==> src/hw/rtl/vna_divider.sv <==
// vna_divider: restoring unsigned divider, one quotient bit per cycle
// depends on nothing

module vna_divider #(
  parameter int unsigned NumBits = 45,
  parameter int unsigned DenBits = 31
) (
  input  logic               clk_i,
  input  logic               rst_ni,
  input  logic               start_i,
  input  logic [NumBits-1:0] num_i,
  input  logic [DenBits-1:0] den_i,
  output logic               done_o,
  output logic [NumBits-1:0] quo_o
);
  localparam int unsigned CntBits = $clog2(NumBits + 1);

  logic [DenBits:0]   rem_q, rem_d;
  logic [NumBits-1:0] quo_q, quo_d;
  logic [DenBits-1:0] den_q;
  logic [CntBits-1:0] cnt_q, cnt_d;
  logic               busy_q, busy_d, done_q, done_d;
  logic [DenBits+1:0] trial;

  always_comb begin
    rem_d  = rem_q;
    quo_d  = quo_q;
    cnt_d  = cnt_q;
    busy_d = busy_q;
    done_d = 1'b0;
    trial  = '0;
    if (start_i) begin
      rem_d  = '0;
      quo_d  = num_i;
      cnt_d  = CntBits'(NumBits);
      busy_d = 1'b1;
    end else if (busy_q) begin
      trial = {rem_q, quo_q[NumBits-1]} - {2'b00, den_q};
      if (!trial[DenBits+1]) begin
        rem_d = trial[DenBits:0];
        quo_d = {quo_q[NumBits-2:0], 1'b1};
      end else begin
        rem_d = {rem_q[DenBits-1:0], quo_q[NumBits-1]};
        quo_d = {quo_q[NumBits-2:0], 1'b0};
      end
      cnt_d = cnt_q - 1'b1;
      if (cnt_q == CntBits'(1)) begin
        busy_d = 1'b0;
        done_d = 1'b1;
      end
    end
  end

  always_ff @(posedge clk_i or negedge rst_ni) begin
    if (!rst_ni) begin
      busy_q <= 1'b0;
      done_q <= 1'b0;
      cnt_q  <= '0;
    end else begin
      busy_q <= busy_d;
      done_q <= done_d;
      cnt_q  <= cnt_d;
    end
  end

  always_ff @(posedge clk_i) begin
    rem_q <= rem_d;
    quo_q <= quo_d;
    if (start_i) den_q <= den_i;
  end

  assign done_o = done_q;
  assign quo_o  = quo_q;
endmodule

==> config.mk <==
export PLATFORM = sky130hd
export DESIGN_NAME = vna_divider
export DESIGN_NICKNAME = d
export VERILOG_FILES = /design/src/hw/rtl/vna_divider.sv
export SDC_FILE = /design/constraint.sdc
export NUM_CORES = 1
export LEC_CHECK = 0
export ABC_AREA = 1
export BUFFER_PORTS_ARGS = -buffer_cell sky130_fd_sc_hd__buf_2
export CELL_PAD_IN_SITES_DETAIL_PLACEMENT = 1
export CELL_PAD_IN_SITES_GLOBAL_PLACEMENT = 1
export CORE_AREA = 2 2 128 154
export CTS_BUF_LIST = sky130_fd_sc_hd__clkbuf_4 sky130_fd_sc_hd__clkbuf_8 sky130_fd_sc_hd__clkbuf_16
export DETAILED_ROUTE_END_ITERATION = 6
export DIE_AREA = 0 0 130 156
export HOLD_SLACK_MARGIN = 0.15
export PLACE_DENSITY = 0.89
export SYNTH_ARGS = -nofsm -noshare
export SYNTH_HDL_FRONTEND = slang
export SYNTH_SLANG_ARGS = --single-unit
==> constraint.sdc <==
create_clock -name clk_i -period 2.57 [get_ports clk_i]
set_clock_uncertainty 0.1 [all_clocks]
set_input_delay 0.514 -clock clk_i [delete_from_list [all_inputs] [get_ports clk_i]]
set_output_delay 0.514 -clock clk_i [all_outputs]
set_load 0.02 [all_outputs]
Yosys cells after proc, flatten, opt, wreduce, memory -nomap -nowiden
Index checks and enable logic that the tools add are counted.
{ "word_totals": {"reg_bits": 116, "latch_bits": 0, "ram_bits": 0, "romBits": 0, "input_bits": 79, "output_inout_bits": 46, "elab_cells": 22, "mem_count": 0} }
{ "op_classes": {"add_sub_neg": 2, "n_mul": 0, "div_mod_pow": 0, "magnitude_cmp": 0, "eq_ne": 1, "shift": 0, "n_mux": 12, "n_bitwise": 0, "reduce_logical": 1} }
{ "ops": {"columns": ["cell", "count"], "rows": [
  ["two-way mux 45 bit", 2],
  ["subtractor 33 x 31 -> 33 bit", 1],
  ["two-way mux 32 bit", 1],
  ["two-way mux 6 bit", 2],
  ["two-way mux 1 bit", 7],
  ["equality test 6 x 1 -> 1 bit, second input constant", 1],
  ["subtractor 6 x 1 -> 6 bit, second input constant", 1],
  ["nonzero test 2 bit", 1]
]} }

Longest topological paths before layout
Gate-level depths: netlist of run 1.
{ "depth": {"word_depth": 4, "mapped_depth": 18, "ltp_nobuf": 17} }

Least setup slack after synthesis of run 1
OpenSTA, ideal clock, no wires.
{ "synth_timing": {"path_kind": "reg2reg", "from": "register quo_q[44] (netlist: quo_o[44])", "to": "register quo_q[0] (netlist: quo_o[0]), data pin", "setup_time_ns": 0.269, "t_arrival_ns": 2.115, "t_required_ns": 2.201, "setup_slack_ns": 0.085, "stages_incl_launch_ff": 17, "path_buffers": 1, "synth_period_minus_slack_ns": 2.485, "cell_sequence": "edfxtp_1 -> inv_1 -> ha_1 -> fa_1 -> inv_1 -> nand2_1 -> nand2_1 -> nand3_2 -> nand2_2 -> nand2_2 -> nand2_4 -> nand2_4 -> nand2_4 -> nand2_2 -> nand2_4 -> buf_6 -> o21ai_0"} }
{ "synth_via": {"elab_chain_len": 4} }
{ "synth_lines": {"columns": ["element", "line_no", "text"], "rows": [
  ["start: declaration", "19", "logic [NumBits-1:0] quo_q, quo_d;"],
  ["start signal: assignment", "68", "quo_q <= quo_d;"],
  ["subtractor 33 x 31 -> 33 bit", "38", "trial = {rem_q, quo_q[NumBits-1]} - {2'b00, den_q};"],
  ["two-way mux 1 bit", "39", "if (!trial[DenBits+1]) begin"],
  ["two-way mux 45 bit", "37", "end else if (busy_q) begin"],
  ["two-way mux 45 bit", "32", "if (start_i) begin"],
  ["named net quo_d[0]", "19", null]
]} }
The timed path passes the listed nets, and every way through them passes these cells. The select of a mux whose other input is x is not followed.
A chain may end at the register's enable or synchronous reset.

Final worst setup path of run 1
{ "layout_timing": {"from": "register den_q[0]", "to": "register rem_q[12]"} }
{ "layout_via": {"elab_chain_len": 2} }
{ "layout_lines": {"columns": ["element", "line_no", "text"], "rows": [
  ["start: declaration", "20", "logic [DenBits-1:0] den_q;"],
  ["start signal: assignment", "69", "if (start_i) den_q <= den_i;"],
  ["subtractor 33 x 31 -> 33 bit", "38", null],
  ["two-way mux 32 bit", "39", null],
  ["end signal: assignment", "67", "rem_q <= rem_d;"],
  ["end: declaration", "18", "logic [DenBits:0] rem_q, rem_d;"]
]} }
Every way passes these cells.

==> flow_summary.ini, run 1 <==
[synthesis]
ys_ff_latch = 116
synth_nets = 1192
synth_cell_types = 39
synth_area_sq_mm = 0.007581
ys_seq_area_share_pct = 41.19
ys.flop_type = edfxtp_1
yosys-top-cells-count = 472 x nand2_1, 204 x inv_1, 76 x edfxtp_1, 63 x nand3_1, 45 x nor2_1
ys_warn_count = 0
synth_top_cell_area_share_pct = 30.10
synth_top_cell_by_area = edfxtp_1
synth.area.top_cells = edfxtp_1 30%, nand2_1 23%, inv_1 10%, dfxtp_1 8.5%, ha_1 5.4%
async_reset_ff_share_pct = 6.897
netlist_instances = 1079
synth-edff-count = 76
avgSynthCellArea_sq_um = 7.026
yosysMostFrequentCell = nand2_1

[timing]
rsz0062_at_grt = true
period_needed_ns = 2.578
setup_slack_ns = -0.007549
relSlewSlack_pct = 67.84
setup_viol = 2
hold_slack_ns = 0.1633
fin_crit_sh_pct = 100.3
hold_viol = 0
fin_tns_setup_ns = -0.008330
fmax_ghz = 0.3880
tightest_slew_ns = 0.4823
slew_viol_final = 0

[detailed_routing]
drt-initial-drc-count = 445
ant_nets = 0
drc = 0
drtPass1Iterations = 5
wl_microns = 26330
wl_per_cell_microns = 17.37
viasPerCell = 4.994
vias = 7571

[cts]
cts.reportedPaths.clkPinSlew_ns = 0.06
cts-htree-levels = 4
cts-root-buf = clkbuf_16
cts_made_buffers = 17
cts_buffer_depth = 2
cts_tree = done
cts.sinks = 116
clkLatencyLatePin_ns = 0.44

[worst_setup_path]
rr_worst_depth = 17
crit_start = den_q[0]
worst-path-max-fanout = 8
start_kind = flip-flop
cp_data_arrival_time_ns = 2.80
endpoint = rem_q[12]
r2r_end = rem_q[12]
crit_type = flip-flop to flip-flop
r2r_start = den_q[0]
crit_required_ns = 2.79
worst_setup_path_end_kind = flip-flop
reg2reg_slack_ns = -0.008

[placement]
place.gp.congestion = 0.8910
dpl.hpwl_microns = 17190
io_buffer_count = 124
dpl_worst_slack_ns = -0.01858
dp_cells = 1447

[die]
die_width_microns = 130
core_sq_mm = 0.01879
ios = 125
initial_utilization_pct = 40.35
die_h_microns = 156
die_area_sq_mm = 0.02028
std_cell_rows = 55

[finish]
n_antenna_cell = 0
area_growth_pct = 27.28
final_core_util_pct = 51.36
layout-drive-gt1-share_pct = 20.87
instances_no_fill = 1516
nets = 1360

[outcome]
violations = setup timing
status = complete, but fails checks

[global_route]
first_global_vias = 8161
grt_max_degree = 49
grt_pass1_wl_microns = 40050
grtUsageTotal_pct = 25.63
grt_overflow = 0
antenna_found_initial = 0

[pwr]
pwr_density_cell_mw_per_mm2 = 606.5
leakagePower_nw = 5.261
peakVddDrop_v = 0.0004874

[job]
maxCapViolCount = 0

[hold_path]
hold_class = input pin to flip-flop
final cells by class:
type / instances / area (sq um)
fillers: 2382 / 9138
flip-flops and latches: 116 / 3123
clock buffers: 17 / 425.4
repair buffers: 168 / 1102
clock inverters: 15 / 195.2
multi-input cells: 738 / 3710
inverters: 206 / 773.2
well taps: 256 / 320.3
logic make-up after synthesis:
logic type | count (synthesis) | synth area share, %
xor gates and xnor gates | 15 | 1.733
DFF | 116 | 41.19
and+or+nand+nor | 652 | 36.66
buffers and inverters | 228 | 12.23
AOI/OAI and AO/OA | 34 | 2.476
adders and majority gates | 34 | 5.711
registers in the layout (all words and copies together) (netlist names):
register / flops
done_o: 1
den_q: 31
rem_q: 32
cnt_q: 6
busy_q: 1
quo_o: 45
per-layer routing:
layer	share of wire [%]	track usage (%)	vias up
li1	-	-	3623
met1	38	28.68	3616
met2	52	45.67	245
met3	5.5	6.104	87
met4	4.6	11.52	0
met5	0	0	-
through the flow:
stage                     power [mW]  instance area (sq um)
after CTS                      5.780                   9358
after global routing           6.085                   9649
after global placement         3.116                   8481
after floorplan                2.848                   7581
after detailed placement       3.161                   8481
final                          5.853                   9649
cell usage in the layout (no fill, tap or decap), drive strengths merged:
cell type,instances
edfxtp,76
buf,141
nand4,9
o22ai,1
nor2,51
fa,1
clkbuf,20
nor3,9
inv,213
dfrtp,8
xnor2,13
a21oi,20
dlygate4sd3,24
o21bai,2
clkinv,4
and2,8
nand3b,1
dfxtp,32
and3,1
ha,33
xor2,2
or2,1
o21ai,11
nand2,510
clkinvlp,1
nand3,65
bufinv,3
worst min path at each step:
stage / from / endpoint / slack [ns] / cells after the start
CTS: den_i[16] / den_q[16] / 0.15 / 1
global placement: rst_ni / cnt_q[2] / 0.27 / 1
global route: den_i[20] / den_q[20] / 0.16 / 1
floorplan: rst_ni / busy_q / 0.12 / 0
detailed placement: rst_ni / done_o / 0.27 / 1
finish: den_i[19] / den_q[19] / 0.16 / 1
critical path: stages (launching register included):
cell,delay [ns]
edfxtp_1,0.43
ha_4,0.20
fa_2,0.41
inv_2,0.09
nand2_2,0.06
nand2_2,0.10
nand3_2,0.08
nand2_2,0.09
nand2_2,0.07
nand2_4,0.07
nand2_4,0.07
nand2_4,0.09
nand2_4,0.07
nand2_8,0.15
buf_12,0.15
nand2_1,0.07
nand3_1,0.09
nand2_1,0.05
repair_timing:
item / in CTS / in global routing
hold endpoints to repair: 31 / 0
gates resized for setup: 2 / 38
pin swaps: 1 / 22
cloned: 1 / 6
hold buffers: 24 / 0
setup buffers: 0 / 6
endpoints found under the setup margin: 13 / 31
power by group:
part / internal [mW] / leakage [nW] / switching [mW]
Combinational: 0.388 / 3.81 / 0.691
Sequential: 2.13 / 1.15 / 0.0757
Clock: 1.55 / 0.303 / 1.01
Total: 4.07 / 5.26 / 1.78
No activity file was read; power rests on OpenSTA's default activity.
==> run 2: changes to the inputs <==
--- a/config.mk
+++ b/config.mk
@@ -9,2 +9,3 @@
 export BUFFER_PORTS_ARGS = -buffer_cell sky130_fd_sc_hd__buf_2
+export CAP_MARGIN = 0
 export CELL_PAD_IN_SITES_DETAIL_PLACEMENT = 1
@@ -17,2 +18,3 @@
 export PLACE_DENSITY = 0.89
+export SKIP_CTS_REPAIR_TIMING = 1
 export SYNTH_ARGS = -nofsm -noshare
==> constraint.sdc (replaced) <==
create_clock -name clk_i -period 2.57 [get_ports clk_i]
set_clock_uncertainty 0.1 [all_clocks]
set_input_delay 0.1285 -clock clk_i [delete_from_list [all_inputs] [get_ports clk_i]]
set_output_delay 0.1285 -clock clk_i [all_outputs]
set_load 0.02 [all_outputs]
==> run 2 against run 1 <==
Effect of this change:
- worst hold slack improved by 0.14 ns
- sequential cell count unchanged
- utilization increased by 2.6 points
- non-clock buffer count increased by 53
- worst setup slack got worse by 0.16 ns
- the run still ends with setup timing left
- sequential power about the same
- via count increased by 5.4%
- design area increased by 5.1%
- sequential share of layout area decreased by 1.6 points
- wire length increased by 13%
- die area unchanged
- count of clock-buffer cells in the layout unchanged
- critical endpoint is now rem_q[24]
==> flow_summary.ini, run 2 (synthesis gave the netlist of run 1 again) <==
[outcome]
status = complete, but fails checks
violations = setup timing

[timing]
tightest_slew_ns = 0.5838
fin_crit_sh_pct = 106.4
fin_tns_setup_ns = -1.453
fmax_ghz = 0.3658
rsz0062_at_grt = true
setup_viol = 30
relSlewSlack_pct = 61.08
setup_slack_ns = -0.1636
hold_viol = 0
hold_slack_ns = 0.3013
slew_viol_final = 0
period_needed_ns = 2.734

[die]
std_cell_rows = 55
initial_utilization_pct = 40.35
die_area_sq_mm = 0.02028
core_sq_mm = 0.01879
ios = 125
die_h_microns = 156
die_width_microns = 130

[finish]
layout_common_cells = 465 x nand2_1, 201 x inv_1, 123 x buf_2
final_core_util_pct = 54.01
area_growth_pct = 33.83
instances_no_fill = 1568
fillCellCount = 2381
layout-drive-gt1-share_pct = 18.67
largest_register_ffs = 45
final_cell_area_sq_mm = 0.01015
final_common_cell = nand2_1
nets = 1412
n_antenna_cell = 0

[detailed_routing]
ant_nets = 0
drt-initial-drc-count = 427
viasPerCell = 5.089
wl_per_cell_microns = 18.95
drtPass1Iterations = 5
drc = 0
vias = 7980
wl_microns = 29720

[cts]
cts_tree = done
cts-htree-levels = 4
clkLatencyLatePin_ns = 0.44
cts_made_buffers = 17
cts_buffer_depth = 2
cts-root-buf = clkbuf_16
cts.sinks = 116
cts.reportedPaths.clkPinSlew_ns = 0.06

[worst_setup_path]
crit_type = flip-flop to flip-flop
cp_data_arrival_time_ns = 2.96
worst-path-max-fanout = 8
worst_setup_path_end_kind = flip-flop
crit_required_ns = 2.80
start_kind = flip-flop

[job]
maxCapViolCount = 0

[global_route]
antenna_found_initial = 0
grt_overflow = 0
grt_pass1_wl_microns = 37340
grt_max_degree = 55
first_global_vias = 7601
grtUsageTotal_pct = 23.56

[pwr]
power_frac_comb_pct = 18.9
p_int_mw = 4.298
leakagePower_nw = 5.486
switching_share_pct = 29.66
finalPower_mw = 6.110
peakVddDrop_v = 0.0004767
power_frac_seq_pct = 36.3
switchingPower_mw = 1.812
pwr_density_cell_mw_per_mm2 = 602.2
pwr-share-clk_pct = 44.7

[placement]
dpl.hpwl_microns = 16470
dpl_worst_slack_ns = -0.02385
place.gp.congestion = 0.8569
dp_cells = 1446
place_area_sq_mm = 0.008473
io_buffer_count = 124

[hold_path]
hold_class = input pin to flip-flop
-- run 2: changes by cell type in the layout (fill, tap and decap cells not counted), moves of 3 or more --
cell | previous run | this run
nand3_2 | 9 | 5
nand3_1 | 55 | 59
nand2_2 | 41 | 35
nand2_1 | 458 | 465
dlygate4sd3_1 | 24 | 79
inv_6 | 5 | 2
-- run 2: worst paths after layout --
path                                 from   endpoint  slack (ns)  cells after the start
worst max-delay path             den_q[0]  rem_q[24]       -0.16                     16
worst min-delay path            den_i[24]  den_q[24]        0.30                      2
worst max register to register   den_q[0]  rem_q[24]       -0.16                     16
worst min register to register  rem_q[17]  rem_q[17]        0.37                      2
max in group asynchronous          rst_ni   cnt_q[3]        1.41                      3
min in group asynchronous          rst_ni   cnt_q[4]        0.64                      3
-- run 2: final cells by class --
cell class                 count  area (sq um)  area share (%)
multi-input combinational    737          3638           35.86
timing repair buffer         221          1638           16.14
tap                          256         320.3           3.157
clock inverter                15         227.7           2.244
sequential                   116          3123           30.78
inverter                     206         773.2           7.621
clock buffer                  17         425.4           4.193
-- run 2: power by group through the flow --
| stage | Sequential (mW) | Combinational (mW) | Clock [mW] |
|---|---|---|---|
| after floorplan | 2.31 | 0.542 | 0 |
| after global placement | 2.23 | 0.881 | 0 |
| after detailed placement | 2.24 | 0.912 | 0 |
| after CTS | 2.20 | 0.927 | 2.75 |
| after global routing | 2.23 | 1.26 | 2.83 |
| final | 2.22 | 1.16 | 2.73 |
-- run 2: worst max-delay path, stage by stage (launching register included) --
cell and delay (ns):
edfxtp_1 0.47, ha_4 0.22, fa_2 0.40, inv_2 0.09
nand2_2 0.05, nand2_2 0.09, nand3_2 0.07, nand2_2 0.10
nand2_2 0.09, nand2_4 0.09, nand2_4 0.08, nand2_4 0.09
nand2_4 0.14, nand2_4 0.22, nand2_1 0.12, nand3_1 0.12
nand2_1 0.07
-- run 2: layer usage --
metal / GRT usage (%) / up-vias / share of wire [%]
met5: 0 / - / 0
met4: 8.295 / 0 / 4.9
met3: 4.870 / 103 / 5.8
met2: 42.26 / 310 / 52
met1: 27.57 / 3838 / 37
li1: - / 3729 / -
