File: config.mk
export PLATFORM = sky130hd
export DESIGN_NAME = vna_sqrt
export DESIGN_NICKNAME = d
export VERILOG_FILES = /design/src/hw/rtl/vna_sqrt.sv
export SDC_FILE = /design/constraint.sdc
export NUM_CORES = 1
export LEC_CHECK = 0
export BUFFER_PORTS_ARGS = -buffer_cell sky130_fd_sc_hd__clkbuf_2
export CAP_MARGIN = 15
export CORE_MARGIN = 5
export CORE_UTILIZATION = 54
export CTS_BUF_LIST = sky130_fd_sc_hd__clkbuf_2
export CTS_CLUSTER_DIAMETER = 50
export DETAILED_ROUTE_END_ITERATION = 8
export HOLD_SLACK_MARGIN = 0.1
export PLACE_DENSITY = 0.75
export SLEW_MARGIN = 40
export SYNTH_ARGS = -nofsm -noshare
export SYNTH_HDL_FRONTEND = slang
export SYNTH_SLANG_ARGS = --single-unit
File: constraint.sdc
create_clock -name clk_i -period 6 [get_ports clk_i]
set_input_delay 0.3 -clock clk_i [delete_from_list [all_inputs] [get_ports clk_i]]
set_output_delay 0.3 -clock clk_i [all_outputs]
set_load 0.05 [all_outputs]
File: src/hw/rtl/vna_sqrt.sv
// vna_sqrt: bit-pair integer square root, one result bit per cycle
// depends on nothing

module vna_sqrt #(
  parameter int unsigned InBits = 62
) (
  input  logic                clk_i,
  input  logic                rst_ni,
  input  logic                start_i,
  input  logic [InBits-1:0]   rad_i,
  output logic                done_o,
  output logic [InBits/2-1:0] root_o
);
  localparam int unsigned RootBits = InBits / 2;
  localparam int unsigned CntBits  = $clog2(RootBits + 1);

  logic [InBits-1:0]   rad_q;
  logic [RootBits+1:0] rem_q;
  logic [RootBits-1:0] root_q;
  logic [CntBits-1:0]  cnt_q;
  logic                busy_q, done_q;
  logic [RootBits+1:0] rem_sh, trial;

  assign rem_sh = {rem_q[RootBits-1:0], rad_q[InBits-1:InBits-2]};
  assign trial  = rem_sh - {root_q, 2'b01};

  always_ff @(posedge clk_i or negedge rst_ni) begin
    if (!rst_ni) begin
      busy_q <= 1'b0;
      done_q <= 1'b0;
      cnt_q  <= '0;
    end else begin
      done_q <= 1'b0;
      if (start_i) begin
        busy_q <= 1'b1;
        cnt_q  <= CntBits'(RootBits);
      end else if (busy_q) begin
        cnt_q <= cnt_q - 1'b1;
        if (cnt_q == CntBits'(1)) begin
          busy_q <= 1'b0;
          done_q <= 1'b1;
        end
      end
    end
  end

  always_ff @(posedge clk_i) begin
    if (start_i) begin
      rad_q  <= rad_i;
      rem_q  <= '0;
      root_q <= '0;
    end else if (busy_q) begin
      rad_q <= {rad_q[InBits-3:0], 2'b00};
      if (!trial[RootBits+1]) begin
        rem_q  <= trial;
        root_q <= {root_q[RootBits-2:0], 1'b1};
      end else begin
        rem_q  <= rem_sh;
        root_q <= {root_q[RootBits-2:0], 1'b0};
      end
    end
  end

  assign done_o = done_q;
  assign root_o = root_q;
endmodule

Word level (Yosys, flattened, before mapping)
Index checks and enable logic that the tools add are counted.
{ "totals": {"register_bits": 131, "input_bits": 65, "output_inout_bits": 32, "wordCells": 22} }
{ "op_classes": {"n_addsub": 2, "n_eq_ne": 1, "n_mux": 12, "n_reduce_logical": 1} }
{ "ops": {"columns": ["cell", "count"], "rows": [
  ["62-bit two-way mux", 2],
  ["33-bit subtractor", 1],
  ["31-bit two-way mux", 1],
  ["5-bit two-way mux", 2],
  ["1-bit two-way mux", 7],
  ["5-bit by 1-bit equality test with 1-bit output, second input constant", 1],
  ["5-bit by 1-bit subtractor with 5-bit output, second input constant", 1],
  ["2-bit nonzero test", 1]
]} }

Logic depth before layout (Yosys ltp)
Gate-level depths: netlist (run 1).
{ "logic_depth": {"ltp_word": 4, "mapped_depth": 12, "depth_no_buf": 10} }

Least setup slack after synthesis (run 1)
Ideal clock, no wire load.
{ "synth_path": {"path_kind": "register to register", "start": "register root_q[23], in the netlist root_o[23]", "end": "register rem_q[2]", "setup_time_ns": 0.130, "arrival_ns": 3.024, "required_time_ns": 5.870, "setup_slack_ns": 2.846, "path_stages_with_launch": 12, "path_buffers": 1, "synth_period_minus_slack_ns": 3.154, "path_cell_list": "dfxtp_1 > inv_1 > ha_1 > a21oi_1 > o21ai_1 > nor4_2 > o41ai_2 > mux2_2 > a211oi_4 > buf_2 > mux2i_1 > o21ai_0"} }
{ "synth_between": {"elab_chain_cells": 2} }
{ "synth_lines": {"columns": ["item", "line", "rtl"], "rows": [
  ["from (decl)", "19", "logic [RootBits-1:0] root_q;"],
  ["from (signal assigned)", "56", "root_q <= {root_q[RootBits-2:0], 1'b1};"],
  ["from (signal assigned)", "59", "root_q <= {root_q[RootBits-2:0], 1'b0};"],
  ["33-bit subtractor", "25", "assign trial = rem_sh - {root_q, 2'b01};"],
  ["31-bit two-way mux", "54", "if (!trial[RootBits+1]) begin"],
  ["to (signal assigned)", "55", "rem_q <= trial;"],
  ["to (signal assigned)", "58", "rem_q <= rem_sh;"],
  ["to (decl)", "18", "logic [RootBits+1:0] rem_q;"]
]} }
Every way passes these cells.
A chain may end at the register's enable or synchronous reset.

Worst setup path in the final report (run 1)
{ "layout_path": {"start": "register root_q[23], in the netlist root_o[23]", "end": "register rem_q[11]"} }
The elaborated chain is that of the path after synthesis.

==> metrics.md, run 1 <==
| Metric | Value |
|---|---|
| Total CTS buffers | `17` |
| Starting Density | `0.5541` |
| CP arrival | `4240 ps` |
| Post-synth EDFFs | `62` |
| Fin nets | `around 960` |
| First-pass GRT wire length | `29330 um` |
| Hold_ws | `about 180 ps` |
| Setup slack, reg-to-reg | `around 2400 ps` |
| Post-synth ARST share | `0.05344` |
| Clock Latency Late Sink | `740 ps` |
| Clk sinks | `around 130` |
| Die X | `about 130 um` |
| Area after DPL | `7959 um^2` |
| Hold Path Cell Cnt | `2` |
| Reg2Reg Depth | `11` |
| Ys Warns | `0` |
| Register area share after synthesis | `0.4450` |
| Fin crit share | `0.6019` |
| Via/cell ratio | `~5.7` |
| Worst-path clk slew | `250 ps` |
| WP data required | `~6600 ps` |
| Mapped Cells | `between 700 and 800` |
| Final setup TNS | `0 ps` |
| Die Height | `between 100 and 150 um` |
| Per-cell routed wire length | `16.48 um` |
| IO Count | `just under 100` |
| Status | `completed` |
| Pwr Total | `3.619 mW` |
| Core Region | `approximately 13000 um^2` |
| CP delay by family, top | `compound AO/OA/AOI/OAI gates` |
| CP Class | `reg2reg` |
| Worst R2R Start | `root_o[23]` |
| Post-route ant nets | `0` |
| Via count | `approximately 6000` |
| Vias in the first global route | `between 6000 and 7000` |
| Post-layout instance area | `8826 um^2` |
| Yosys cell types | `62` |
| Hold EP | `rad_q[1]` |
| Critical-path cell list | `inv_1, ha_1, a21oi_1, o21ai_1, nor4_2, o41ai_2, mux2_2, a211oi_4, buf_4, mux2i_1, a211oi_1` |
| Worst slew margin | `0.4877` |
| Antenna violations before repair | `1` |
| Synthesized Nets | `between 800 and 900` |
| Gr usage total | `0.2219` |
| Fmax | `276.9 MHz` |
| Crit path max fanout | `34` |
| Unrepaired setup endpoints after global routing | `no` |
| Share of cells above drive strength 1 | `0.2323` |
| Total wire length | `about 17000 um` |
| CTS tree | `yes` |
| Worst VDD drop | `approximately 0.26 mV` |
| Final estimated routing congestion in global placement | `0.9189` |
| Pwr Density | `410.1 nW/um^2` |
| IO buf count | `96` |
| Post-DP HPWL | `10900 um` |
| Predominant post-synthesis flop cell | `edfxtp_1` |
| Fill cells | `1045` |
| Max incr delay on CP | `520 ps` |
| Synth-to-Final Area Change | `19.80%` |
| Critical-path top delay cell | `buf_4` |
| Finish-stage setup viols | `0` |
| Num rows | `42` |
| Remaining DRCs | `0` |
| Post-Route Utilization | `0.6638` |
| GR Overflow Total | `0` |
| Worst Setup End Kind | `register` |
| DRT iter0 DRCs | `around 500` |
| Synth Area per Inst | `a little over 10 um^2` |
| Final Max Tran Viols | `0` |
| Leak | `roughly 3.9 nW` |
| Tightest Pin Transition | `~770 ps` |
| Max Cap Viol | `0` |
| RR Endpoint | `rem_q[11]` |
| DIE AREA | `16080 um^2` |
| Pre-antenna DRT Iters | `5` |
| Max Buffers Root-to-Sink | `2` |
| Cell Area, Synth | `around 7400 um^2` |
| Hold Crit Class | `in2reg` |
| Post-CTS sizing | `0` |
| Period minus WS final | `between 3000 and 4000 ps` |
| Startpoint class of the critical path | `register` |
| Root Driver | `clkbuf_2` |
| HP Start | `start_i` |
| Final Hold Fails | `0` |
| Final clock skew | `approximately 45 ps` |
| Yosys reg bits | `about 130` |
| Largest net degree at the start of global routing | `86` |
| # H-tree levels | `4` |
| Crit path buffers/inverters | `2` |
[worst max-delay path by stage]
stage	start	to	depth (start not counted)
global placement	root_o[23]	rem_q[5]	11
floorplan	root_o[23]	rem_q[2]	11
global route	root_o[23]	rem_q[9]	11
CTS	root_o[23]	rem_q[11]	11
detailed placement	root_o[23]	rem_q[13]	11
finish	root_o[23]	rem_q[11]	11
[area by class of cell]
class / instances / area [um^2] / share of cell area
sequential: 131 / 3279 / 0.3716
inverter: 44 / 165.2 / 0.01871
antenna: 1 / 2.502 / 0.0002835
tap: 176 / 220.2 / 0.02495
multi-input combinational: 507 / 3774 / 0.4276
timing repair buffer: 164 / 1161 / 0.1316
clock inverter: 15 / 138.9 / 0.01574
clock buffer: 17 / 85.08 / 0.009640
[repair_timing]
| action | CTS | global route |
|---|---|---|
| buffers inserted | 0 | 0 |
| endpoints found under the setup margin | 0 | 0 |
| hold buffers | 64 | 0 |
| endpoints found under the hold margin | 69 | 0 |
[power breakdown]
group          internal (mW)  switching [mW]  total, mW
Clock                  0.129           0.391      0.520
Combinational          0.879            1.07       1.95
Sequential              1.07          0.0814       1.15
Total                   2.08            1.54       3.62
[metrics by stage]
step	std cells	setup slack [ps]
CTS	1054	2418
floorplan	718	2846
detailed placement	958	2477
global placement	958	2611
global route	1055	2114
finish	1055	2389
[metal layers]
| metal | GRT usage | vias to the layer above | share of wire |
|---|---|---|---|
| li1 | - | 2922 | - |
| met1 | 0.2690 | 2834 | 0.42 |
| met2 | 0.3783 | 174 | 0.50 |
| met3 | 0.05927 | 32 | 0.056 |
| met4 | 0.08391 | 0 | 0.020 |
| met5 | 0 | - | 0 |
[cell usage in the layout (no fill, tap or decap), drive strengths merged, types with 18 or more instances in the layout]
cell / instances
inv: 53
edfxtp: 62
dlygate4sd3: 64
a21oi: 29
xnor2: 18
nor2: 78
mux2: 61
clkbuf: 112
mux2i: 51
ha: 33
dfxtp: 62
a211oi: 20
o21ai: 26
nand2: 41
[sequential cells by signal, indices dropped and copies added (netlist names)]
register and count:
cnt_q 5, busy_q 1, root_o 31, done_o 1, rad_q 62, rem_q 31
[cell usage after synthesis, types with 18 or more instances]
cell	instances	share of area
nor2_1	78	0.040
dfxtp_1	62	0.17
clkbuf_1	26	0.013
xnor2_1	18	0.021
o21ai_0	25	0.017
mux2_2	61	0.093
edfxtp_1	62	0.25
ha_1	33	0.056
inv_1	44	0.022
a21oi_1	29	0.020
nand2_1	41	0.021
a211oi_1	19	0.019
mux2i_1	51	0.069
[cells by family (layout without fill, tap and decap cells)]
family	Yosys count	count (layout)	share of synthesized area
simple gates	194	194	0.1248
compound gates	141	141	0.1364
flops	131	131	0.4450
mux	112	112	0.1625
buf+inv	80	240	0.04314
fa+ha+maj	33	33	0.05605
xor+xnor	27	27	0.03210
other cells	0	1	0
(Power assumes the default switching activity.)
==> run 2: changes to the inputs <==
PLACE_DENSITY = 0.78   (was 0.75)
clock period = 3.1 ns   (was 6 ns; I/O delays follow)
==> run 2 against run 1 <==
Against the previous run:
- register-to-register slack lost 2400 ps
- clock-buffer cell count is the same
- critical path depth up 3
- worst setup slack got worse by 2400 ps
- non-clock buffer count increased by 31
- maximum frequency is 17% higher
- flip-flop and latch count unchanged
- utilization grew 2.9 points
- critical path type unchanged
- largest cell class unchanged
- largest power group unchanged
- highest routed layer unchanged
==> metrics.md, run 2 (same netlist as run 1, synthesis figures left out) <==
| Metric | Value |
|---|---|
| WP data required | `about 3800 ps` |
| Total wire length | `just under 20000 um` |
| Leak | `4.060 nW` |
| IO Count | `97` |
| Hold EP | `rad_q[18]` |
| CP arrival | `about 3800 ps` |
| Max Buffers Root-to-Sink | `2` |
| Fin nets | `around 990` |
| Antenna violations before repair | `2` |
| P_sw | `approximately 3.3 mW` |
| Pint | `~4.6 mW` |
| Critical-path cell list | `inv_2, ha_2, nor2b_1, o31a_1, o221a_4, o211ai_1, buf_4, a211oi_2, a211oi_4, buf_4, buf_12, buf_4, mux2i_1, a211oi_1` |
| Commonest cells after routing, fill and taps aside | `clkbuf_2, nor2_1, dlygate4sd3_1, edfxtp_1, mux2_2` |
| Worst R2R Start | `rad_q[60]` |
| Clk sinks | `around 130` |
| Die Height | `between 100 and 150 um` |
| Worst VDD drop | `approximately 0.55 mV` |
| Via count | `6278` |
| Share of cells above drive strength 1 | `0.2728` |
| Core Region | `13300 um^2` |
| Post-layout instance area | `between 9000 and 10000 um^2` |
| Biggest register | `rad_q` |
| Fin crit share | `0.9922` |
| Final Max Tran Viols | `0` |
| Final std cells w/o fill | `1087` |
| Tightest Pin Transition | `812.9 ps` |
| Largest net degree at the start of global routing | `70` |
| # H-tree levels | `4` |
| Gr usage total | `0.2367` |
| Pwr Density | `between 800 and 900 nW/um^2` |
| Status | `completed` |
| Clock Latency Late Sink | `790 ps` |
| Worst slew margin | `0.4581` |
| Met3 GRT Util | `0.06305` |
| First-pass GRT wire length | `around 30000 um` |
| DIE AREA | `16080 um^2` |
| HP Start | `rad_i[18]` |
| Clock power frac | `0.153` |
| Most used cell, CP | `buf_4` |
| Final clock skew | `roughly 97 ps` |
| IO buf count | `96` |
| Hold Crit Class | `in2reg` |
| Fmax | `between 300 and 400 MHz` |
| Setup slack, reg-to-reg | `~24 ps` |
| Final estimated routing congestion in global placement | `around 0.94` |
| Worst-path clk slew | `340 ps` |
| Vias in the first global route | `6159` |
| Max incr delay on CP | `around 540 ps` |
| Starting Density | `0.5541` |
| Area after DPL | `around 8100 um^2` |
| Num rows | `42` |
| Crit path max fanout | `17` |
| Area of the multi-input gates | `between 3000 and 4000 um^2` |
| Sequential share of power | `0.283` |
| Comb pwr share | `0.564` |
| Finish-stage setup viols | `0` |
| Post-route ant nets | `0` |
| Critical-path top delay cell | `edfxtp_1` |
| Storage element area | `between 3000 and 4000 um^2` |
| Most Crowded Layer GR | `met2` |
| Worst Setup End Kind | `register` |
| Remaining DRCs | `0` |
| DRT iter0 DRCs | `672` |
| Switching share of power | `0.4121` |
| Largest register FFs | `between 60 and 70` |
| Total CTS buffers | `17` |
| Final Hold Fails | `0` |
| Synth-to-Final Area Change | `25.02%` |
| Period minus WS final | `a little over 3000 ps` |
| Pre-antenna DRT Iters | `7` |
| RR Endpoint | `rem_q[3]` |
| Root Driver | `clkbuf_2` |
| Post-Route Utilization | `0.6927` |
| GR Overflow Total | `0` |
| Met1 Track Usage GR | `0.2855` |
| Die X | `between 100 and 150 um` |
| Startpoint class of the critical path | `register` |
| Hold Path Cell Cnt | `3` |
| Via/cell ratio | `approximately 5.8` |
| GR Util met2 | `0.4063` |
| Placed cells | `between 900 and 1000` |
| Per-cell routed wire length | `between 15 and 20 um` |
| Fill cells | `981` |
| CTS tree | `yes` |
| Post-DP HPWL | `between 10000 and 15000 um` |
| Reg2Reg Depth | `14` |
| Max Cap Viol | `0` |
| CP Class | `reg2reg` |
| Commonest non-fill, non-tap cell in the layout | `clkbuf_2` |
## run 2: changes by cell type in the layout (fill, tap and decap cells not counted), moves of 3 or more
| cell | previous run | this run |
|---|---|---|
| buf_4 | 3 | 31 |
| dfxtp_1 | 62 | 57 |
| dfxtp_2 | 0 | 5 |
| ha_1 | 33 | 29 |
| ha_2 | 0 | 3 |
## run 2: worst max-delay path by stage
stage,startpoint,cells after the start,endpoint
floorplan,root_o[24],11,rem_q[2]
global placement,root_o[0],11,rem_q[25]
detailed placement,root_o[0],11,rem_q[21]
CTS,root_o[7],11,rem_q[21]
global route,rad_q[61],14,rem_q[3]
finish,rad_q[60],14,rem_q[3]
## run 2: critical path: cells and delay by family (launching register included)
family | cells | cell delay [ps]
AO/OA/AOI/OAI | 6 | 1430
buffers and inverters | 5 | 730
flip-flops | 1 | 540
adder cells (fa/ha/maj) | 1 | 180
multiplexers | 1 | 80
AND/OR/NAND/NOR | 1 | 60
## run 2: repair_timing
item	CTS	global route
hold endpoints to repair	94	0
resized for setup	0	17
cloned	0	2
setup buffers	2	8
hold buffers	65	0
endpoints found under the setup margin	1	24
pin swaps	2	8
## run 2: final cells by class
class,instances,area share
Sequential cell,131,0.3567
Clock buffer,17,0.009238
Timing Repair Buffer,195,0.1558
Antenna cell,2,0.0005434
Multi-Input combinational cell,507,0.4153
Inverter,44,0.01793
Tap cell,176,0.02391
Clock inverter,15,0.02051
## run 2: through the flow
step           power, mW  setup WS (ps)  setup TNS (ps)  hold WS [ps]
2_1_floorplan      5.248          13.75               0        -140.6
3_3_place_gp       5.976          162.8               0        -6.240
3_5_place_dp       6.077          36.39               0         3.326
4_1_cts            7.369          3.755               0         171.7
5_1_grt            8.408         -87.82          -586.8         128.0
6_report           7.909          24.03               0         193.1
## run 2: routing by layer
metal / vias to the layer above / wire [um] / share of wire
li1: 2984 / - / -
met1: 2969 / 7872 / 0.40
met2: 264 / 9828 / 0.50
met3: 61 / 1297 / 0.066
met4: 0 / 665 / 0.034
met5: - / 0 / 0
## run 2: power by group through the flow
stage	registers (mW)	logic [mW]	clock network, mW
finish	2.24	4.46	1.21
global route	2.26	4.84	1.31
CTS	2.21	3.95	1.20
detailed placement	2.25	3.83	0
global placement	2.24	3.74	0
floorplan	2.24	3.01	0
